===== config.mk =====
export PLATFORM = sky130hd
export DESIGN_NAME = byte_stuffed_crc8_deframer_flat
export DESIGN_NICKNAME = d
export VERILOG_FILES = /design/src/rtl/bscd_pkg.sv /design/src/rtl/bscd_if.sv /design/src/rtl/bscd_crc8.sv /design/src/rtl/bscd_core.sv /design/src/rtl/byte_stuffed_crc8_deframer.sv /design/src/flat_wrapper.sv
export SDC_FILE = /design/constraint.sdc
export NUM_CORES = 1
export LEC_CHECK = 0
export BUFFER_PORTS_ARGS = -buffer_cell sky130_fd_sc_hd__buf_2
export CAP_MARGIN = 25
export CORE_UTILIZATION = 35
export DETAILED_ROUTE_END_ITERATION = 12
export PLACE_DENSITY = 0.64
export SETUP_SLACK_MARGIN = 0.15
export SLEW_MARGIN = 10
export SYNTH_ARGS = -nofsm -noshare
export SYNTH_HDL_FRONTEND = slang
export SYNTH_SLANG_ARGS = --single-unit

===== constraint.sdc =====
create_clock -name clk -period 4.35 [get_ports clk]
set_input_delay 0.435 -clock clk [delete_from_list [all_inputs] [get_ports clk]]
set_output_delay 0.435 -clock clk [all_outputs]
set_load 0.1 [all_outputs]

===== src/rtl/bscd_pkg.sv =====
// Package for the byte-stuffed CRC-8 deframer: codes, constants and result types.
`default_nettype none

package bscd_pkg;

	// Default overflow limit on raw bytes per frame
	localparam int unsigned MAX_RAW_BYTES_DEF = 128;

	// Line codes
	localparam logic [7:0] MAGIC_BYTE  = 8'hFE;
	localparam logic [7:0] ESCAPE_BYTE = 8'hFD;
	localparam logic [7:0] ESCAPE_XOR  = 8'h20;

	// CRC-8/Maxim, reflected polynomial, zero initial value
	localparam logic [7:0] CRC_POLY = 8'h8C;
	localparam logic [7:0] CRC_INIT = 8'h00;

	// Result kinds
	typedef enum logic [1:0] {
		KIND_DATA  = 2'd0,
		KIND_END   = 2'd1,
		KIND_ABORT = 2'd2
	} kind_t;

	// One result item
	typedef struct packed {
		kind_t      kind;
		logic [7:0] data_byte;
		logic       crc_ok;
		logic [7:0] frame_length;
	} result_t;

	// What the core decides for the byte at its input
	typedef struct packed {
		logic    has_result;
		result_t result;
	} step_t;

endpackage

`default_nettype wire


===== src/rtl/bscd_if.sv =====
// Valid/ready stream interfaces for raw line bytes and deframer results.
`default_nettype none

interface bscd_byte_if;
	logic       valid;
	logic       ready;
	logic [7:0] rx_byte;

	modport source (output valid, output rx_byte, input ready);
	modport sink   (input valid, input rx_byte, output ready);
endinterface

interface bscd_result_if;
	logic                valid;
	logic                ready;
	bscd_pkg::kind_t     kind;
	logic [7:0]          data_byte;
	logic                crc_ok;
	logic [7:0]          frame_length;

	modport source (output valid, output kind, output data_byte, output crc_ok,
		output frame_length, input ready);
	modport sink   (input valid, input kind, input data_byte, input crc_ok,
		input frame_length, output ready);
endinterface

`default_nettype wire


===== src/rtl/bscd_crc8.sv =====
// One-byte fold of the reflected CRC-8/Maxim, fully unrolled.
`default_nettype none

module bscd_crc8 (
	input  wire logic [7:0] crc,
	input  wire logic [7:0] data,
	output logic      [7:0] crc_next
);

	// Eight bit steps, LSB first
	always_comb begin
		logic [7:0] c;
		logic [7:0] d;
		c = crc;
		d = data;
		for (int k = 0; k < 8; k++) begin
			if (c[0] ^ d[0]) begin
				c = (c >> 1) ^ bscd_pkg::CRC_POLY;
			end else begin
				c = c >> 1;
			end
			d = d >> 1;
		end
		crc_next = c;
	end

endmodule

`default_nettype wire


===== src/rtl/bscd_core.sv =====
// Frame state and per-byte decision: unescape, CRC, end of frame and overflow.
`default_nettype none

module bscd_core #(
	parameter int unsigned MAX_RAW_BYTES = bscd_pkg::MAX_RAW_BYTES_DEF
) (
	input  wire logic          clk,
	input  wire logic          arst_n,
	input  wire logic [7:0]    rx_byte,
	input  wire logic          advance,
	output bscd_pkg::step_t    step
);

	logic       escape_pending_q;
	logic [7:0] raw_count_q;
	logic [7:0] running_crc_q;
	logic [7:0] decoded_count_q;

	logic       is_magic;
	logic       is_escape;
	logic [8:0] next_raw;
	logic       overflow;
	logic [7:0] unesc;
	logic [7:0] crc_next;

	assign is_magic  = (rx_byte == bscd_pkg::MAGIC_BYTE);
	assign is_escape = (rx_byte == bscd_pkg::ESCAPE_BYTE);
	assign next_raw  = {1'b0, raw_count_q} + 9'd1;
	assign overflow  = (next_raw >= 9'(MAX_RAW_BYTES));
	assign unesc     = escape_pending_q ? (rx_byte ^ bscd_pkg::ESCAPE_XOR) : rx_byte;

	bscd_crc8 u_crc8 (
		.crc      (running_crc_q),
		.data     (unesc),
		.crc_next (crc_next)
	);

	// Result decision for the byte at hand
	always_comb begin
		step.has_result          = 1'b0;
		step.result.kind         = bscd_pkg::KIND_DATA;
		step.result.data_byte    = 8'h00;
		step.result.crc_ok       = 1'b0;
		step.result.frame_length = 8'h00;
		if (is_magic) begin
			// close only a frame that holds raw bytes
			if (raw_count_q != 8'd0) begin
				step.has_result          = 1'b1;
				step.result.kind         = bscd_pkg::KIND_END;
				step.result.crc_ok       = (running_crc_q == 8'h00);
				step.result.frame_length = decoded_count_q;
			end
		end else if (overflow) begin
			step.has_result  = 1'b1;
			step.result.kind = bscd_pkg::KIND_ABORT;
		end else if (!is_escape) begin
			step.has_result       = 1'b1;
			step.result.data_byte = unesc;
		end
	end

	// Frame state, updated as the byte leaves the input stage
	always_ff @(posedge clk or negedge arst_n) begin
		if (!arst_n) begin
			escape_pending_q <= 1'b0;
			raw_count_q      <= 8'd0;
			running_crc_q    <= bscd_pkg::CRC_INIT;
			decoded_count_q  <= 8'd0;
		end else if (advance) begin
			if (is_magic || overflow) begin
				escape_pending_q <= 1'b0;
				raw_count_q      <= 8'd0;
				running_crc_q    <= bscd_pkg::CRC_INIT;
				decoded_count_q  <= 8'd0;
			end else begin
				raw_count_q <= next_raw[7:0];
				if (is_escape) begin
					escape_pending_q <= 1'b1;
				end else begin
					escape_pending_q <= 1'b0;
					running_crc_q    <= crc_next;
					decoded_count_q  <= decoded_count_q + 8'd1;
				end
			end
		end
	end

endmodule

`default_nettype wire


===== src/rtl/byte_stuffed_crc8_deframer.sv =====
// Top level of the byte-stuffed CRC-8/Maxim frame receiver.
`default_nettype none

// Raw line bytes enter on rx; one result per byte at most leaves on res:
// a data item per unescaped byte, an end item (crc_ok, frame_length) on 0xFE
// after a non-empty frame, or an abort item when MAX_RAW_BYTES raw bytes pile
// up. Throughput is one byte per clock while res takes the results; a byte
// lands in the input register, passes the combinational CRC fold and frame
// logic, and its result moves into the output register. Escape bytes and
// magic bytes on an empty frame produce no item. A waiting result does not
// block intake of the next byte unless that byte also has a result.

module byte_stuffed_crc8_deframer #(
	parameter int unsigned MAX_RAW_BYTES = bscd_pkg::MAX_RAW_BYTES_DEF
) (
	input  wire logic      clk,
	input  wire logic      arst_n,
	bscd_byte_if.sink      rx,
	bscd_result_if.source  res
);

	logic              valid_s1;
	logic [7:0]        byte_s1;
	logic              out_valid_q;
	bscd_pkg::result_t out_res_q;
	bscd_pkg::step_t   step;
	logic              out_free;
	logic              advance;

	// Input stage moves on when its byte needs no slot or the slot is free
	assign out_free = !out_valid_q || res.ready;
	assign advance  = valid_s1 && (!step.has_result || out_free);
	assign rx.ready = !valid_s1 || advance;

	always_ff @(posedge clk or negedge arst_n) begin
		if (!arst_n) begin
			valid_s1 <= 1'b0;
		end else if (rx.valid && rx.ready) begin
			valid_s1 <= 1'b1;
		end else if (advance) begin
			valid_s1 <= 1'b0;
		end
	end

	always_ff @(posedge clk) begin
		if (rx.valid && rx.ready) begin
			byte_s1 <= rx.rx_byte;
		end
	end

	bscd_core #(
		.MAX_RAW_BYTES (MAX_RAW_BYTES)
	) u_core (
		.clk     (clk),
		.arst_n  (arst_n),
		.rx_byte (byte_s1),
		.advance (advance),
		.step    (step)
	);

	// Result register
	always_ff @(posedge clk or negedge arst_n) begin
		if (!arst_n) begin
			out_valid_q <= 1'b0;
		end else if (out_free) begin
			out_valid_q <= advance && step.has_result;
		end
	end

	always_ff @(posedge clk) begin
		if (advance && step.has_result) begin
			out_res_q <= step.result;
		end
	end

	assign res.valid        = out_valid_q;
	assign res.kind         = out_res_q.kind;
	assign res.data_byte    = out_res_q.data_byte;
	assign res.crc_ok       = out_res_q.crc_ok;
	assign res.frame_length = out_res_q.frame_length;

`ifndef NO_ASSERTIONS
	// A held input byte stays put until it moves on
	a_s1_hold: assert property (@(posedge clk) disable iff (!arst_n)
		(valid_s1 && !advance) |=> (valid_s1 && $stable(byte_s1)))
		else $error("input stage lost or changed a stalled byte");

	// A result is only written into a free output slot
	a_no_overwrite: assert property (@(posedge clk) disable iff (!arst_n)
		(advance && step.has_result) |-> out_free)
		else $error("result written over a waiting item");

	// Frame length never reaches the overflow limit
	a_len_bound: assert property (@(posedge clk) disable iff (!arst_n)
		(res.valid && res.kind == bscd_pkg::KIND_END) |->
		({1'b0, res.frame_length} < 9'(MAX_RAW_BYTES)))
		else $error("frame length beyond overflow limit");

	// Non-end items carry no CRC flag or length
	a_fields_clear: assert property (@(posedge clk) disable iff (!arst_n)
		(res.valid && res.kind != bscd_pkg::KIND_END) |->
		(!res.crc_ok && res.frame_length == 8'h00))
		else $error("end fields set on a data or abort item");
`endif

endmodule

`default_nettype wire

===== src/flat_wrapper.sv =====
// flat-port wrapper written by rule: the top's interface ports become plain ports
module byte_stuffed_crc8_deframer_flat 
#(
	parameter int unsigned MAX_RAW_BYTES = bscd_pkg::MAX_RAW_BYTES_DEF
)
  (clk, arst_n, rx_valid, rx_rx_byte, rx_ready, res_valid, res_kind, res_data_byte, res_crc_ok, res_frame_length, res_ready);
  bscd_byte_if rx_i ();
  bscd_result_if res_i ();
  input  wire logic clk;
  input  wire logic arst_n;
  input wire logic [$bits(rx_i.valid)-1:0] rx_valid;
  input wire logic [$bits(rx_i.rx_byte)-1:0] rx_rx_byte;
  output wire logic [$bits(rx_i.ready)-1:0] rx_ready;
  output wire logic [$bits(res_i.valid)-1:0] res_valid;
  output wire logic [$bits(res_i.kind)-1:0] res_kind;
  output wire logic [$bits(res_i.data_byte)-1:0] res_data_byte;
  output wire logic [$bits(res_i.crc_ok)-1:0] res_crc_ok;
  output wire logic [$bits(res_i.frame_length)-1:0] res_frame_length;
  input wire logic [$bits(res_i.ready)-1:0] res_ready;
  assign rx_i.valid = rx_valid;
  assign rx_i.rx_byte = rx_rx_byte;
  assign rx_ready = rx_i.ready;
  assign res_valid = res_i.valid;
  assign res_kind = res_i.kind;
  assign res_data_byte = res_i.data_byte;
  assign res_crc_ok = res_i.crc_ok;
  assign res_frame_length = res_i.frame_length;
  assign res_i.ready = res_ready;
  byte_stuffed_crc8_deframer #(.MAX_RAW_BYTES(MAX_RAW_BYTES)) u_core (.clk(clk), .arst_n(arst_n), .rx(rx_i), .res(res_i));
endmodule

# [After elaboration in Yosys (flattened, before gate mapping)]
# Cells that the tools add are included.
[word_totals] regBits=54 latch_bits=0 ram_bits=0 romBits=0 in_bits=12 output_inout_bits=21 memories=0
[op_classes] add_sub_neg=2 multipliers=0 div=0 n_lt_le_gt_ge=1 eq_ne=3 n_shift=0 n_mux=23 n_bitwise=17 reduce_logical=16
[op_table] op="$mux W8" n=13
[op_table] op="$not A2 Y3" n=8
[op_table] op="$eq A8 B8 Y1 const B" n=2
[op_table] op="$add A8 B1 Y9 const B" n=1
[op_table] op="$ge A9 B8 Y1 const B" n=1
[op_table] op="$add A8 B1 Y8 const B" n=1
[op_table] op="$logic_not A8 Y1" n=1
[op_table] op="$reduce_bool A8 Y1" n=1
[op_table] op="$xor A1 B1 Y1" n=8
[op_table] op="$mux W1" n=6
[op_table] op="$mux W3" n=2
[op_table] op="$mux W6" n=1
[op_table] op="$logic_or A1 B1 Y1" n=4
[op_table] op="$reduce_and A2 Y1" n=2
[op_table] op="$logic_and A1 B1 Y1" n=3
[op_table] op="$logic_not A1 Y1" n=3
[op_table] op="$reduce_or A3 Y1" n=1
[op_table] op="$mux W2" n=1
[op_table] op="$ne A2 B1 Y1 const B" n=1
[op_table] op="$reduce_bool A2 Y1" n=1
[op_table] op="$not A1 Y1" n=1

# [Depth between registers and ports, before layout]
[depth] word_depth=20 depth_mapped=8 mapped_depth_nobuf=7

# [Modules after synthesis]
# A second synthesis with hierarchy kept.
[unflattened] cells_unflattened=204 hier_area_um2=2612.5
[modules_own_cells] mod="bscd_core" instances=1 cells_each=145 area_each_um2=1457.6 seq_area_each_um2=625.6
[modules_own_cells] mod="byte_stuffed_crc8_deframer" instances=1 cells_each=37 area_each_um2=917.1 seq_area_each_um2=860.8
[modules_own_cells] mod="bscd_crc8" instances=1 cells_each=22 area_each_um2=237.7 seq_area_each_um2=0.0

# [Worst setup path before layout]
# OpenSTA, ideal clock, no wires.
[synth_timing] path_kind="reg-to-reg" from="register u_core.out_valid_q (netlist: u_core.res.valid)" to="register u_core.byte_s1[0] (enable)" arrival_time_ns=3.032 t_required_ns=4.067 setup_slack_ns=1.035 path_stages_with_launch=4 synth_period_minus_slack_ns=3.315 path_cell_list="dfrtp_1 -> nor2b_1 -> nand4_1 -> and2_1"
[synth_via] elab_chain_cells=6
[synth_rtl] element="start, declared" line="byte_stuffed_crc8_deframer.sv:24" text="logic out_valid_q;"
[synth_rtl] element="start signal, assigned" line="byte_stuffed_crc8_deframer.sv:66" text="out_valid_q <= advance && step.has_result;"
[synth_rtl] element="$logic_not A1 Y1" line="byte_stuffed_crc8_deframer.sv:31" text="assign out_free = !out_valid_q || res.ready;"
[synth_rtl] element="$logic_or A1 B1 Y1" line="byte_stuffed_crc8_deframer.sv:31"
[synth_rtl] element="$logic_or A1 B1 Y1" line="byte_stuffed_crc8_deframer.sv:32" text="assign advance = valid_s1 && (!step.has_result || out_free);"
[synth_rtl] element="$logic_and A1 B1 Y1" line="byte_stuffed_crc8_deframer.sv:32"
[synth_rtl] element="$logic_or A1 B1 Y1" line="byte_stuffed_crc8_deframer.sv:33" text="assign rx.ready = !valid_s1 || advance;"
[synth_rtl] element="net rx_ready" line="flat_wrapper.sv:13" text="output wire logic [$bits(rx_i.ready)-1:0] rx_ready;"
[synth_rtl] element="$logic_and A1 B1 Y1" line="byte_stuffed_crc8_deframer.sv:46" text="if (rx.valid && rx.ready) begin"
[synth_rtl] element="end signal, assigned" line="byte_stuffed_crc8_deframer.sv:47" text="byte_s1 <= rx.rx_byte;"
[synth_rtl] element="end, declared" line="byte_stuffed_crc8_deframer.sv:23" text="logic [7:0] byte_s1;"
# The timed path passes the listed nets, and every way through them passes these cells.
# A chain may end at the register's enable or synchronous reset.

# [Final worst setup path]
[layout_timing] from="register u_core.u_core.raw_count_q[0]" to="output port rx_ready"
[layout_via] elab_chain_cells=8 elab_cells_between_ends=10 cone_classes="add/sub (1); order compare (1); mux (3); reduce/logical (5)"
[layout_rtl] element="start, declared" line="bscd_core.sv:15" text="logic [7:0] raw_count_q;"
[layout_rtl] element="start signal, assigned" line="bscd_core.sv:76" text="raw_count_q <= next_raw[7:0];"
[layout_rtl] element="$add A8 B1 Y9" line="bscd_core.sv:28" text="assign next_raw = {1'b0, raw_count_q} + 9'd1;"
[layout_rtl] element="$ge A9 B8 Y1" line="bscd_core.sv:29" text="assign overflow = (next_raw >= 9'(MAX_RAW_BYTES));"
[layout_rtl] element="$mux W1" line="bscd_core.sv:53" text="end else if (overflow) begin"
[layout_rtl] element="$mux W3 *" line="bscd_core.sv:45" text="if (is_magic) begin"
[layout_rtl] element="$logic_not A1 Y1 *" line="byte_stuffed_crc8_deframer.sv:32"
[layout_rtl] element="$logic_or A1 B1 Y1 *" line="byte_stuffed_crc8_deframer.sv:32"
[layout_rtl] element="$logic_and A1 B1 Y1 *" line="byte_stuffed_crc8_deframer.sv:32"
[layout_rtl] element="$logic_or A1 B1 Y1 *" line="byte_stuffed_crc8_deframer.sv:33"
[layout_rtl] element="end, declared" line="flat_wrapper.sv:13"
# Mark *: on every way between the ends. The rest lies on a longest branch, timed or not.

==> qor.csv <==
metric,value,unit
status,finished clean,
slew_violations,0,
synth_top_cell_by_area,edfxtp_1,
fp.dieH,87.5,um
reg2reg_from,u_core.u_core.raw_count_q[0],
avgSynthCellArea,12.6,um^2
synth_edf_count,27,
critical_path_peak_fanout,4,
synth.top_cell.area_share,31.7,%
synth_ff_type,edfxtp_1,
rr_endpoint,u_core.u_core.decoded_count_q[1],
hpwl,3340,um
final_common_cell,buf_2,
multi_input_area,1020,um^2
ctsHoldBuffers,0,
die-area,7650,um^2
synth_cells,203,
nets,252,
rsz0062_at_grt,false,
clockRootBuffer,clkbuf_8,
post-place-ws,2.00,ns
path_cells,inv_1 -> ha_1 -> nor4b_2 -> nand2_1 -> or2_4 -> nand4_1 -> buf_2,
placed_cell_area,2810,um^2
avgRoutedWirePerCell,14.0,um
vias,1706,
slew_headroom,48.9,%
seq_area,1490,um^2
yosysWarnings,0,
r2r_cells,7,
place_inst,326,
synthDistinctLibCells,41,
viasPerCell,5.11,
ys_seq_area_share,58.1,%
rows,30,
io_pins,33,
worst_clock_skew,0.00909,ns
ant_nets,0,
grt_pass1_wl,7780,um
ys_async_sr_fraction,50.0,%
cts-htree-levels,2,
cts_tree,done,
leakagePower,1.17,nW
initial_utilization,36.8,%
min_period_over_period,62.4,%
grt_max_degree,28,
cts.sinks,54,
p_per_area,601,nW/um^2
wirelength,4690,um
tightest_slew,0.761,ns
drc,0,
peakVddDrop,0.188,mV
post-route-min-period,2.71,ns
setup_ws,1.64,ns
diodes,0,
layout.cells.non_filler,334,
drive_above_1_share,21.8,%
cts_resized,0,
setup-violations-final,0,
synth_area,2560,um^2
initialDrtViolationCount,101,
grt_pass1_vias,1555,
synth-seq-cells,54,
clk_latency,0.32,ns
required,3.91,ns
finalPower,1.75,mW
start_kind,flip-flop,
postCtsSetupBuffers,0,
r2r_slack,2.10,ns
holdWs,0.126,ns
synth.net_count,218,
globalplace.congestion,0.848,
fillers,660,
slowest_delay,0.44,ns
cts_buffer_depth,2,
hold_viol_final,0,
cp-startpoint,u_core.u_core.raw_count_q[0],
critPathCapture,rx_ready,
worstHoldPathType,input pin to async pin,
crit_type,flip-flop to output pin,
critPathCaptureType,output pin,
first_pass_iters,4,
fin_util,41.9,%
cap_violations,0,
portBuffers,32,
crit_slowest_cell,buf_2,
cp_data_arrival_time,2.28,ns
clk_pin_slew,0.11,ns
final_cell_mix,"32 x buf_2, 27 x edfxtp_1, 27 x dfrtp_1",
antenna_found_initial,0,
tns,0,ns
fin_area,2910,um^2
yosys-top-cells-area,"edfxtp_1 32%, dfrtp_1 26%, xnor2_1 7.2%, and2_1 3.9%, o2bb2ai_1 3.4%",
area_delta_synth_final,13.8,%
gr-total-overflow,0,
die_width,87.5,um
grtUsageTotal,13.6,%
coreArea,6940,um^2
cts_made_buffers,5,
max_freq,369,MHz
cell type report:
cell class	instances	share of cell area, %
sequential	54	51.1
multi-input combinational	139	35.2
clock inverter	3	0.989
clock buffer	5	2.36
inverter	4	0.516
timing repair buffer	33	5.76
tap	96	4.13
worst max-delay path: cells and delay by family (launching register included):
kind,cells,cell delay (ns)
simple gates,4,0.85
buf+inv,2,0.54
flops,1,0.42
fa+ha+maj,1,0.15
logic make-up (layout without fill, tap and decap cells):
group	count (synthesis)	in the layout	synth area share, %
simple gates	71	71	17.8
flops	54	54	58.1
compound gates	40	40	12.0
xor+xnor	24	24	8.22
buf+inv	10	45	2.05
fa+ha+maj	3	3	1.47
mux	1	1	0.391
metal layers:
layer	vias up	global-route usage [%]	part of all wire, %
met5	-	0	0
met4	0	6.41	1.9
met3	7	2.27	3.8
met2	51	19.0	42
met1	815	20.4	52
li1	833	-	-
where the power goes:
part,internal (mW),switching [mW],leakage [nW]
registers,0.657,0.117,0.593
clock network,0.120,0.182,0.0502
logic,0.297,0.376,0.530
total,1.07,0.676,1.17
synth_stat cells (2+ instances only):
library cell and count:
nor2b_1 2, o21a_1 2, nor3_1 5, nor4_1 3
nand3_1 4, a41oi_1 5, ha_1 3, nand2_1 4
o21ai_0 3, nand4_1 3, and3_1 10, dfrtp_1 27
xnor2_1 21, buf_2 3, a21oi_1 3, o2bb2ai_1 10
a31oi_1 13, edfxtp_1 27, nand2b_1 4, nor2_1 2
xor2_1 3, and2_1 16, or3_1 9, inv_1 4
registers in the layout, summed over array words and instances, names as in the netlist:
name and flops:
u_core.u_core.decoded_count_q 8, u_core.u_core.running_crc_q 8, u_core.u_core.raw_count_q 8, u_core.valid_s1 1, u_core.res.frame_length 8, u_core.res.data_byte 8
u_core.res.kind 2, u_core.res.crc_ok 1, u_core.res.valid 1, u_core.byte_s1 8, u_core.u_core.escape_pending_q 1
worst min-delay path by stage:
stage	start	to	slack, ns	cells after the start
2_1_floorplan	arst_n	u_core.res.valid	0.14	0
3_3_place_gp	arst_n	u_core.u_core.escape_pending_q	0.49	1
3_5_place_dp	arst_n	u_core.u_core.running_crc_q[7]	0.49	1
4_1_cts	arst_n	u_core.u_core.escape_pending_q	0.14	1
5_1_grt	arst_n	u_core.u_core.raw_count_q[2]	0.16	1
6_report	arst_n	u_core.u_core.escape_pending_q	0.13	1
Power figures use the tool's default switching activity.
